==> src/sv/sdfe_pkg.sv <==
// Shared types, character codes and the per-byte line parser for the SSE data extractor.
package sdfe_pkg;

	localparam logic [7:0] CH_LF    = 8'h0A;
	localparam logic [7:0] CH_CR    = 8'h0D;
	localparam logic [7:0] CH_COLON = 8'h3A;
	localparam logic [7:0] CH_SPACE = 8'h20;

	localparam logic [2:0] NAME_LEN = 3'd4;

	typedef enum logic [2:0] {
		PH_START       = 3'd0,
		PH_NAME        = 3'd1,
		PH_VALUE_FIRST = 3'd2,
		PH_VALUE       = 3'd3,
		PH_SKIP        = 3'd4
	} phase_t;

	typedef enum logic {
		OP_BYTE  = 1'b0,
		OP_FLUSH = 1'b1
	} opcode_t;

	typedef struct packed {
		logic       opcode;
		logic [7:0] rx_byte;
	} item_t;

	typedef struct packed {
		logic [7:0] data_byte;
		logic       event_end;
		logic       last_of_step;
	} result_t;

	// Parser state that travels through the byte handler
	typedef struct packed {
		phase_t     phase;
		logic [2:0] match_cnt;
		logic       mismatch;
		logic       has_data;
	} line_state_t;

	typedef struct packed {
		line_state_t st;
		logic        vld;
		result_t     res;
	} byte_out_t;

	// Letters of the field name "data"
	function automatic logic [7:0] name_char(input logic [1:0] idx);
		logic [7:0] c;
		unique case (idx)
			2'd0: c = 8'h64;
			2'd1: c = 8'h61;
			2'd2: c = 8'h74;
			default: c = 8'h61;
		endcase
		return c;
	endfunction

	// Handle one line byte; a CR reaching here is an ordinary byte
	function automatic byte_out_t plain_byte(input line_state_t s, input logic [7:0] b);
		byte_out_t r;
		r.st  = s;
		r.vld = 1'b0;
		r.res = '{data_byte: 8'h00, event_end: 1'b0, last_of_step: 1'b0};
		if (b == CH_LF) begin
			if (s.phase == PH_START) begin
				if (s.has_data) begin
					r.vld           = 1'b1;
					r.res.event_end = 1'b1;
				end
				r.st.has_data = 1'b0;
			end
			r.st.phase     = PH_START;
			r.st.match_cnt = 3'd0;
			r.st.mismatch  = 1'b0;
		end else begin
			unique case (s.phase)
				PH_START, PH_NAME: begin
					if (b == CH_COLON) begin
						if (s.phase == PH_START) begin
							r.st.phase = PH_SKIP;
						end else if (!s.mismatch && s.match_cnt == NAME_LEN) begin
							if (s.has_data) begin
								r.vld           = 1'b1;
								r.res.data_byte = CH_LF;
							end
							r.st.phase = PH_VALUE_FIRST;
						end else begin
							r.st.phase = PH_SKIP;
						end
					end else begin
						if (!s.mismatch && s.match_cnt < NAME_LEN &&
						    b == name_char(s.match_cnt[1:0]))
							r.st.match_cnt = s.match_cnt + 3'd1;
						else
							r.st.mismatch = 1'b1;
						r.st.phase = PH_NAME;
					end
				end
				PH_VALUE_FIRST: begin
					r.st.phase = PH_VALUE;
					if (b != CH_SPACE) begin
						r.vld           = 1'b1;
						r.res.data_byte = b;
						r.st.has_data   = 1'b1;
					end
				end
				PH_VALUE: begin
					r.vld           = 1'b1;
					r.res.data_byte = b;
					r.st.has_data   = 1'b1;
				end
				default: begin
					r.st.phase = PH_SKIP;
				end
			endcase
		end
		return r;
	endfunction

endpackage

==> src/sv/sse_data_field_extractor_top.sv <==
// Top level of the SSE data extractor: input register, step logic and result queue.
//
// Usage:
//   The item channel carries one stream byte (opcode 0) or a flush (opcode 1)
//   per transaction. The result channel carries one payload byte or an event
//   end marker per transaction; last_of_step flags the final result of an item.
//   Both channels move a transaction when valid is high and stall is low.
// Path: an item taken into the input register is worked by the step logic,
//   and its results are written into the result queue once the queue has
//   room for two; a result reaches the result port from the queue head.
// Throughput: one item per cycle. An item yields 0 to 2 results and the
//   result port drains one per cycle, so items that yield two results
//   (a held CR as payload, then a payload byte or end marker) let the four-entry
//   result queue fill; the item side then stalls until it has room for two.
// Reset: arst_n clears the parser to line start with no event open, no CR
//   held and an empty result queue.
// Stall: while result_stall is high the queue holds its head; items keep
//   being taken until the queue cannot take two more results.
module sse_data_field_extractor_top (
	input  logic                clk,
	input  logic                arst_n,
	input  logic                item_valid,
	output logic                item_stall,
	input  sdfe_pkg::item_t     item,
	output logic                result_valid,
	input  logic                result_stall,
	output sdfe_pkg::result_t   result
);

	localparam int QDEPTH = 4;

	// input register
	logic                  valid_s1;
	sdfe_pkg::item_t       item_s1;

	// parser state
	sdfe_pkg::line_state_t st_q;
	logic                  held_cr_q;

	// result queue
	sdfe_pkg::result_t     q_mem_q [QDEPTH];
	logic [1:0]            head_q;
	logic [2:0]            cnt_q;

	sdfe_pkg::line_state_t st_nxt;
	logic                  held_cr_nxt;
	logic [1:0]            res_cnt;
	sdfe_pkg::result_t     res0, res1;
	logic                  pop, proc;
	logic [1:0]            wr_idx;

	sdfe_step u_step (
		.st          (st_q),
		.held_cr     (held_cr_q),
		.item        (item_s1),
		.st_nxt      (st_nxt),
		.held_cr_nxt (held_cr_nxt),
		.res_cnt     (res_cnt),
		.res0        (res0),
		.res1        (res1)
	);

	assign result_valid = (cnt_q != 3'd0);
	assign result       = q_mem_q[head_q];
	assign pop          = result_valid && !result_stall;

	// advance the registered item only when the queue can take two results
	assign proc       = valid_s1 && ((cnt_q - {2'd0, pop}) <= 3'd2);
	assign item_stall = valid_s1 && !proc;
	assign wr_idx     = head_q + cnt_q[1:0];

	always_ff @(posedge clk or negedge arst_n) begin
		if (!arst_n) begin
			valid_s1  <= 1'b0;
			st_q      <= '{phase: sdfe_pkg::PH_START, match_cnt: 3'd0,
			               mismatch: 1'b0, has_data: 1'b0};
			held_cr_q <= 1'b0;
			head_q    <= 2'd0;
			cnt_q     <= 3'd0;
		end else begin
			// load a new item whenever the stage is free or drains this cycle
			if (!valid_s1 || proc)
				valid_s1 <= item_valid;
			if (proc) begin
				st_q      <= st_nxt;
				held_cr_q <= held_cr_nxt;
			end
			if (pop)
				head_q <= head_q + 2'd1;
			cnt_q <= cnt_q - {2'd0, pop} + (proc ? {1'b0, res_cnt} : 3'd0);
		end
	end

	// payload registers: no reset needed
	always_ff @(posedge clk) begin
		if (item_valid && !item_stall)
			item_s1 <= item;
		if (proc && res_cnt != 2'd0)
			q_mem_q[wr_idx] <= res0;
		if (proc && res_cnt == 2'd2)
			q_mem_q[wr_idx + 2'd1] <= res1;
	end

endmodule

==> src/sv/sdfe_step.sv <==
// Combinational per-item step: held-CR handling, flush and up to two results.
module sdfe_step (
	input  sdfe_pkg::line_state_t st,
	input  logic                  held_cr,
	input  sdfe_pkg::item_t       item,
	output sdfe_pkg::line_state_t st_nxt,
	output logic                  held_cr_nxt,
	output logic [1:0]            res_cnt,
	output sdfe_pkg::result_t     res0,
	output sdfe_pkg::result_t     res1
);

	sdfe_pkg::byte_out_t   a, b;
	sdfe_pkg::line_state_t st_a;
	logic                  use_a, use_b;
	sdfe_pkg::result_t     end_res;
	logic                  end_vld;
	logic                  is_flush;

	assign is_flush = (item.opcode == sdfe_pkg::OP_FLUSH);

	always_comb begin
		// first handler call: the held CR, or the new byte itself
		use_a = 1'b0;
		a     = sdfe_pkg::plain_byte(st, sdfe_pkg::CH_CR);
		if (held_cr) begin
			use_a = 1'b1;
			if (!is_flush && item.rx_byte == sdfe_pkg::CH_LF)
				a = sdfe_pkg::plain_byte(st, sdfe_pkg::CH_LF);
		end else if (!is_flush && item.rx_byte != sdfe_pkg::CH_CR) begin
			use_a = 1'b1;
			a     = sdfe_pkg::plain_byte(st, item.rx_byte);
		end
		st_a = use_a ? a.st : st;

		// second call: a byte following a held CR that was not LF or CR
		use_b = held_cr && !is_flush && item.rx_byte != sdfe_pkg::CH_LF &&
		        item.rx_byte != sdfe_pkg::CH_CR;
		b     = sdfe_pkg::plain_byte(st_a, item.rx_byte);

		held_cr_nxt = !is_flush && item.rx_byte == sdfe_pkg::CH_CR;

		end_vld = 1'b0;
		end_res = '{data_byte: 8'h00, event_end: 1'b1, last_of_step: 1'b0};
		if (is_flush) begin
			end_vld            = st_a.has_data;
			st_nxt             = st_a;
			st_nxt.has_data    = 1'b0;
			st_nxt.phase       = sdfe_pkg::PH_START;
			st_nxt.match_cnt   = 3'd0;
			st_nxt.mismatch    = 1'b0;
		end else if (use_b) begin
			st_nxt = b.st;
		end else begin
			st_nxt = st_a;
		end

		// pack the results into the lowest slots and mark the last one
		res0    = a.res;
		res1    = use_b ? b.res : end_res;
		res_cnt = 2'd0;
		if (use_a && a.vld) begin
			res_cnt = 2'd1;
			if ((use_b && b.vld) || end_vld)
				res_cnt = 2'd2;
		end else if (use_b && b.vld) begin
			res0    = b.res;
			res_cnt = 2'd1;
		end else if (end_vld) begin
			res0    = end_res;
			res_cnt = 2'd1;
		end
		res0.last_of_step = (res_cnt == 2'd1);
		res1.last_of_step = 1'b1;
	end

endmodule

==> config.mk <==
export PLATFORM = sky130hd
export DESIGN_NAME = sse_data_field_extractor_top
export DESIGN_NICKNAME = d
export VERILOG_FILES = /design/src/sv/sdfe_pkg.sv /design/src/sv/sse_data_field_extractor_top.sv /design/src/sv/sdfe_step.sv
export SDC_FILE = /design/constraint.sdc
export NUM_CORES = 1
export LEC_CHECK = 0
export BUFFER_PORTS_ARGS = -buffer_cell sky130_fd_sc_hd__buf_2
export CORE_MARGIN = 1
export CORE_UTILIZATION = 55
export CTS_CLUSTER_SIZE = 8
export DETAILED_ROUTE_END_ITERATION = 8
export PLACE_DENSITY = 0.73
export RECOVER_POWER = 100
export SYNTH_ARGS = -nofsm -noshare
export SYNTH_HDL_FRONTEND = slang
export SYNTH_SLANG_ARGS = --single-unit
==> constraint.sdc <==
create_clock -name clk -period 4.3 [get_ports clk]
set_input_delay 0.215 -clock clk [delete_from_list [all_inputs] [get_ports clk]]
set_output_delay 0.215 -clock clk [all_outputs]
set_load 0.005 [all_outputs]
Word-level counts from Yosys, hierarchy flattened:

Memories as Yosys holds them, arrays and structs flattened.
Index checks and enable logic that the tools add are counted.

* memory bits (writable): 40
* input bits: 13
* word-level logic and storage cells: 161
* memories: 1
* flip-flop bits (word level): 24
* output and inout port bits: 12

Memory list
* q_mem_q: depth 4, width 10, rd ports 1, clocked after Yosys merged registers in 0, write ports 2, RTL line sse_data_field_extractor_top.sv:41 `sdfe_pkg::result_t q_mem_q [QDEPTH];`

* multiplexer cells: 80
* reduce and logical (&&, ||, !) cells: 39
* $lt $le $gt $ge: 3
* $add $sub $neg: 7
* equal/unequal tests: 21

Operator list (number)
* two-way mux 8 bit: 14
* two-way mux 9 bit: 10
* two-way mux 10 bit: 7
* two-way mux 19 bit: 3
* one-hot mux 9 bit (3 select lines): 2
* two-way mux 3 bit: 9
* one-hot mux 3 bit (3 select lines): 3
* logical AND 1 bit: 21
* two-way mux 4 bit: 5
* one-hot mux 5 bit (2 select lines): 2
* two-way mux 1 bit: 17
* == test 8 x 4 -> 1 bit, second input constant: 2
* == test 8 bit: 2
* != test 8 x 4 -> 1 bit, second input constant: 2
* == test 3 x 2 -> 1 bit, second input constant: 4
* two-way mux 2 bit: 6
* == test 4 x 8 -> 1 bit, first input constant: 1
* == test 8 x 6 -> 1 bit, second input constant: 1
* != test 8 x 6 -> 1 bit, second input constant: 1
* zero test 1 bit: 7
* adder 3 x 1 -> 3 bit, second input constant: 2
* == test 2 bit, second input constant: 3
* == test 3 x 1 -> 1 bit, second input constant: 2
* == test 3 bit, second input constant: 2
* 14 further kinds: 22

Logic depth before layout (Yosys ltp):

Gate-level depths: netlist of the first run.

* word-level depth: 35
* depth in mapped cells: 22
* depth with buffers taken out: 21

Cells and area by module:

Synthesis of the first run repeated with hierarchy kept, for this count alone.

* cell total of the unflattened synthesis: 340
* area total of the unflattened synthesis: 4067.7 µm²

Modules (own cells, without submodules)
* sse_data_field_extractor_top: cells an instance 175, area each 3015.4 µm², sequential area each 1846.8 µm², instances 1
* sdfe_step: cells an instance 165, area each 1052.3 µm², sequential area each 0.0 µm², instances 1

Worst setup path after synthesis of the first run:

Ideal clock, no wire load.

* path type: register -> register
* start: register item_s1[2] (netlist bit)
* end: memory q_mem_q[3][9] (netlist bit), data pin
* library setup time: 132 ps
* slack: 496 ps
* data required time: 4168 ps
* cell stages (with the launch flop): 23
* path buffers: 3
* arrival time: 3672 ps
* period minus slack after synthesis: 3804 ps
* path through: edfxtp_1 -> buf_2 -> and4b_1 -> clkbuf_1 -> a21o_1 -> nor2_1 -> nand3_1 -> mux2_2 -> nor2_1 -> inv_1 -> ha_1 -> and3_1 -> nand3_1 -> a211oi_2 -> nor2_1 -> o21ai_0 -> ha_1 -> nand2_1 -> or3_1 -> or2_1 -> clkbuf_1 -> o22ai_1 -> and2_1

RTL lines
* from (decl): RTL line sse_data_field_extractor_top.sv:34 `sdfe_pkg::item_t item_s1;`
* from (signal assigned): RTL line sse_data_field_extractor_top.sv:97 `item_s1 <= item;`
* to (decl): RTL line sse_data_field_extractor_top.sv:41

==> results.yml, run 1 <==
die:
  row_count: 29
  ios: 25
  core_region_area_um2: 6460
  die_h_um: 84.5
  die_w_um: 84.5
  dieArea_um2: 7140
  start_util_pct: 57.9
min_path:
  hp-class: "in -> reg"
  hold_path.startpoint: "item[6]"
routing:
  routed_via_density: 6.19
  drtAntennaViolNets: 0
  drc: 2
  wire_per_inst_um: 18.1
  vias: 2834
  firstDrtPassIters: 9
  drt_iter0_drc: 212
  finalWirelength_um: 8270
grt:
  grt_util_all_layers_pct: 25.1
  grt_max_degree: 16
  antenna_found_initial: 0
  grt_remaining_overflow: 0
  grt_first_pass_wirelength_um: 13700
  grt_pass1_vias: 2733
logic_synthesis:
  synthFlopType: "edfxtp_1"
  synth.distinct_cells: 66
  synth-seq-cells: 64
  syn_nets: 364
  avgSynthCellArea_um2: 11.0
  async_flop_share_pct: 23.4
  synth_area_um2: 3740
  ys_warn_count: 0
  netlist_instances: 340
  synth_edf_count: 45
  synth-seq-area-share_pct: 48.3
finish:
  drive_gt1_share_pct: 21.5
  seqCellArea_um2: 1810
  fin_area_um2: 4230
  final_nets: 400
  multi_input_area_um2: 1790
  diodes: 0
  layout_common_cells: "edfxtp_1, nand2_1, nor2_1"
  area_growth_pct: 13.0
  fillers: 509
  final_common_cell: "edfxtp_1"
sta:
  setup_viol: 0
  rsz0062_at_grt: "no"
  fin_skew_ns: 0.00879
  slew_violations: 0
  fin_tns_setup_ns: 0
  hold_viol: 0
  fmax_ghz: 0.248
  period_share_pct: 93.8
  min_period_ns: 4.03
  worstMarginPinSlew_ns: 0.869
  max-slew-margin-rel_pct: 42.1
critical_path:
  cp_cell_sequence: "inv_1, ha_1, or2_2, o21ai_1, nand3_1, mux2_2, nor2_1, inv_1, ha_1, and3_1, nand3_1, a211oi_2, nor2_1, o21ai_1, ha_1, nand2_1, or3_1, or2_4, o32ai_1"
  crit_path_start: "st_q[2]"
  worstSetupPathType: "reg -> reg"
  path_common_cell: "ha_1"
  worstReg2RegStart: "st_q[2]"
  crit_path_end_kind: "register"
  start_kind: "register"
  required_ns: 4.45
  crit_arrival_ns: 4.18
  max_stage_delay_ns: 0.45
  crit_path_top_delay_cell: "or3_1"
  cp_max_fo: 6
status:
  violations: "DRC"
  status: "complete, but fails checks"
place:
  gp_congestion: 0.925
  portBuffers: 24
  place_area_um2: 3970
  post-dp-hpwl_um: 6170
clock_network:
  clock-sinks: 64
  cts_buffers: 9
  clk_path_buf_depth: 2
  cts_tree: "built"
  clk_pin_slew_worst_paths_ns: 0.07
  cts-root-buf: "clkbuf_8"
  insertion_delay_ns: 0.35
  htree_levels: 3
flow_run:
  maxCapViolations: 0
power_and_ir_drop:
  power_density_nw_per_um2: 540
  leakage_nw: 1.55
  ir_worst_vdd_uv: 470
per-stage QoR:
step / power (mW) / cells / util, % / hold slack, ns / worst slack (ns)
2_1_floorplan: 1.48 / 340 / - / -0.0806 / 0.496
3_3_place_gp: 1.72 / 435 / 61.4 / 0.136 / 0.183
3_5_place_dp: 1.74 / 435 / 61.4 / 0.140 / 0.113
4_1_cts: 2.29 / 452 / 64.8 / 0.0307 / 0.0562
5_1_grt: 2.43 / 458 / 65.5 / 0.0279 / 0.0164
6_report: 2.29 / 458 / 65.5 / 0.0401 / 0.268
area by class of cell:
| type | count | share of cell area [%] |
|---|---|---|
| clock buffer | 10 | 3.02 |
| clock inverter | 6 | 1.98 |
| inverter | 17 | 1.51 |
| multi-input combinational | 240 | 42.4 |
| sequential | 64 | 42.7 |
| tap | 77 | 2.28 |
| timing repair buffer | 44 | 6.15 |
critical path, delay by kind of cell, from the launching register on:
family                   cells  cell delay, ns
buffers and inverters        2            0.15
AND/OR/NAND/NOR              9            1.64
flip-flops                   1            0.37
adder cells (fa/ha/maj)      3            0.56
multiplexers                 1            0.26
AO/OA/AOI/OAI                4            0.85
metal layers:
metal | vias up | GRT usage, % | part of all wire, %
met1 | 1338 | 33.3 | 43
met2 | 118 | 40.0 | 49
met5 | - | 0 | 0
li1 | 1358 | - | -
met4 | 0 | 9.24 | 1.8
met3 | 20 | 6.59 | 6.5
where the power goes:
group	leakage [nW]	total [mW]	switching (mW)	internal, mW
Clock	0.0999	0.555	0.232	0.323
Sequential	0.630	0.907	0.106	0.802
Combinational	0.818	0.824	0.467	0.357
flip-flops by register name, summed over array words and instances (netlist names):
register   cells
q_mem_q       40
item_s1        9
st_q           8
cnt_q          3
head_q         2
held_cr_q      1
valid_s1       1
logic make-up (layout without fill, tap and decap cells):
family / count (synthesis) / in the layout / share of synthesized area [%]
and+or+nand+nor: 128 / 128 / 19.9
AOI/OAI and AO/OA: 82 / 82 / 15.6
DFF: 64 / 64 / 48.3
buffers and inverters: 36 / 77 / 4.11
adders and majority gates: 11 / 11 / 3.88
muxes: 11 / 11 / 6.32
xor gates and xnor gates: 8 / 8 / 1.87
worst paths after layout:
kind	to	slack, ns	cells past startpoint
min reg2reg	q_mem_q[0][0]	0.48	1
min in group asynchronous	valid_s1	0.50	2
min	item_s1[6]	0.04	1
max reg2reg	q_mem_q[3][7]	0.27	19
max	q_mem_q[3][7]	0.27	19
max in group asynchronous	st_q[0]	3.27	2
cell usage after synthesis, drive strengths merged, types with 6 or more instances:
cell type,count,area (um2)
nand3,11,55.1
nand2,32,120
o22ai,18,113
dfrtp,15,375
a21oi,8,43.8
clkbuf,14,53.8
a31oi,6,43.8
o21ai,13,68.8
or2,10,67.6
and2,15,93.8
edfxtp,45,1350
nor2,21,81.3
mux4,10,225
ha,10,125
inv,17,63.8
timing repair:
action,CTS,global route
hold buffers,1,0
gates resized for setup,0,5
setup buffers,0,6
endpoints found under the setup margin,0,42
hold endpoints to repair,15,0
Power figures use the tool's default switching activity.
==> run 2, diff against run 1 <==
Settings changed: ABC_AREA from default to 1.
==> results.yml, run 2 <==
finish:
  reg_top3: "q_mem_q (40), item_s1 (9), st_q (8)"
  drive_gt1_share_pct: 15.0
  largest_register: "q_mem_q"
  largest_reg_flops: 40
  area_growth_pct: 9.21
  final_common_cell: "nand2_1"
  final_nets: 511
  layout_common_cells: "nand2_1, nor2_1, inv_1"
  diodes: 0
logic_synthesis:
  synth.distinct_cells: 38
  ys_warn_count: 0
  synthFlopType: "edfxtp_1"
  synthTopCellsByArea: "edfxtp_1, dfrtp_1, nand2_1, o22ai_1, nor2_1"
  syn_nets: 484
  ys_top_cells_by_count: "nand2_1, nor2_1, inv_1"
  synth_edf_count: 45
  synth_most_common_cell: "nand2_1"
  avgSynthCellArea_um2: 8.44
  synth_largest_area_cell: "edfxtp_1"
  synth_top_cell_area_share_pct: 34.8
  async_flop_share_pct: 23.4
  netlist_instances: 460
  synth-seq-area-share_pct: 46.5
  synth-seq-cells: 64
  synth_area_um2: 3880
power_and_ir_drop:
  leakage_nw: 1.78
  p_int_mw: 1.49
  seq_power_share_pct: 36.1
  swShare_pct: 43.9
  total_power_mw: 2.66
  p_switching_mw: 1.17
  ir_worst_vdd_uv: 317
  power_density_nw_per_um2: 628
  comb_power_share_pct: 45.1
  p_clk_share_pct: 18.8
routing:
  finalWirelength_um: 9080
  drc: 0
  vias: 3320
  drtAntennaViolNets: 0
  wire_per_inst_um: 15.4
  firstDrtPassIters: 5
  routed_via_density: 5.65
  drt_iter0_drc: 276
critical_path:
  crit_path_end_kind: "register"
  r2r-end: "q_mem_q[1][5]"
  crit_end: "q_mem_q[1][5]"
  crit_arrival_ns: 3.64
  worstReg2RegStart: "item_s1[5]"
  start_kind: "register"
  required_ns: 4.30
  path_common_cell: "nand2_1"
  max_stage_delay_ns: 0.56
  crit_path_top_delay_cell: "edfxtp_1"
  worstSetupPathType: "reg -> reg"
  crit_path_start: "item_s1[5]"
  cp_cell_sequence: "clkinv_1, nand2_1, nor2_4, nand2_4, nand2_8, nor2_2, nand2_1, inv_1, nand2_1, nand2_1, inv_1, ha_1, nor2_1, inv_2, nor2_1, inv_1, nand2_1"
  cp_max_fo: 17
  r2r_setup_slack_ns: 0.67
  r2r_cells: 17
clock_network:
  insertion_delay_ns: 0.35
  cts_tree: "built"
  htree_levels: 3
  cts-hold-fix-buffers: 1
  ctsResizeCount: 0
  clk_pin_slew_worst_paths_ns: 0.07
  clock-sinks: 64
  cts-root-buf: "clkbuf_8"
  postCtsSetupBuffers: 0
  clk_path_buf_depth: 2
  cts_buffers: 9
sta:
  fin_skew_ns: 0.00711
  setup_viol: 0
  fmax_ghz: 0.275
  hold_viol: 0
  worstMarginPinSlew_ns: 0.936
  fin_tns_setup_ns: 0
  max-slew-margin-rel_pct: 37.6
  min_period_ns: 3.63
  period_share_pct: 84.5
  rsz0062_at_grt: "no"
  slew_violations: 0
grt:
  grt_util_all_layers_pct: 26.7
  antenna_found_initial: 0
  grt_max_degree: 25
  grt_pass1_vias: 3174
  grt_remaining_overflow: 0
  grt_first_pass_wirelength_um: 15000
flow_run:
  maxCapViolations: 0
die:
  core_region_area_um2: 6790
  row_count: 30
  start_util_pct: 57.2
  die_h_um: 86.0
  ios: 25
  die_w_um: 86.0
  dieArea_um2: 7400
min_path:
  worstHoldPathCells: 1
  hp-class: "in -> reg"
status:
  status: "complete, no violations"
place:
  post-dp-hpwl_um: 6970
  portBuffers: 24
  gp_congestion: 0.978
## run 2: changes by cell type after synthesis, moves of 6 or more
| cell | previous run | this run |
|---|---|---|
| mux4_2 | 10 | 0 |
| clkbuf_1 | 13 | 7 |
| nand2_1 | 32 | 76 |
| o21ai_0 | 12 | 29 |
| nor2_2 | 1 | 8 |
| and2_1 | 15 | 0 |
| o22ai_1 | 18 | 41 |
| inv_2 | 0 | 17 |
| nor2_1 | 20 | 67 |
| inv_1 | 17 | 53 |
| nand2_2 | 0 | 12 |
| nand4_1 | 4 | 13 |
## run 2: kinds of logic after synthesis
group / Yosys count / synth area share, %
flip-flops: 64 / 46.5
AO/OA/AOI/OAI: 94 / 15.1
adder cells (fa/ha/maj): 11 / 3.74
AND/OR/NAND/NOR: 204 / 25.3
buffers and inverters: 81 / 7.93
XOR/XNOR: 6 / 1.35
## run 2: through the flow
step	setup WS [ns]	area, um2	hold slack [ns]	utilization (%)	cells
2_1_floorplan	1.49	3880	-0.0806	-	460
6_report	0.666	4240	0.0320	62.4	588
3_3_place_gp	0.903	4090	0.148	60.2	571
3_5_place_dp	0.837	4090	0.148	60.2	571
4_1_cts	0.800	4290	0.0212	63.1	588
5_1_grt	0.368	4240	0.0195	62.4	588
## run 2: layer usage
metal	up-vias	wire [um]	GRT usage, %
li1	1622	-	-
met1	1533	3800	31.7
met2	130	4420	45.5
met3	35	503	5.87
met4	0	348	13.6
met5	-	0	0
## run 2: cell type report
| class | count | area (um2) |
|---|---|---|
| multi-input combinational | 315 | 1740 |
| tap | 96 | 120 |
| fill | 602 | 2550 |
| sequential | 64 | 1810 |
| clock buffer | 10 | 128 |
| clock inverter | 6 | 60.1 |
| timing repair buffer | 26 | 121 |
| inverter | 71 | 267 |
## run 2: power groups by stage
| stage | Combinational, mW | Sequential [mW] | Clock (mW) |
|---|---|---|---|
| detailed placement | 1.23 | 0.973 | 0 |
| global placement | 1.21 | 0.968 | 0 |
| floorplan | 0.939 | 0.921 | 0 |
| global route | 1.36 | 0.977 | 0.531 |
| finish | 1.20 | 0.962 | 0.500 |
| CTS | 1.24 | 0.960 | 0.508 |
## run 2: worst min path at each step
| stage | startpoint | endpoint | slack (ns) |
|---|---|---|---|
| 5_1_grt | item[4] | item_s1[4] | 0.02 |
| 3_5_place_dp | arst_n | cnt_q[2] | 0.15 |
| 2_1_floorplan | arst_n | cnt_q[0] | -0.08 |
| 4_1_cts | item[8] | item_s1[8] | 0.02 |
| 6_report | item[8] | item_s1[8] | 0.03 |
| 3_3_place_gp | arst_n | st_q[4] | 0.15 |
## run 2: worst max-delay path: cells and delay by family, from the launching register on
kind	cells	cell delay (ns)
and+or+nand+nor	11	1.69
buffers and inverters	5	0.83
DFF	1	0.56
adders and majority gates	1	0.18
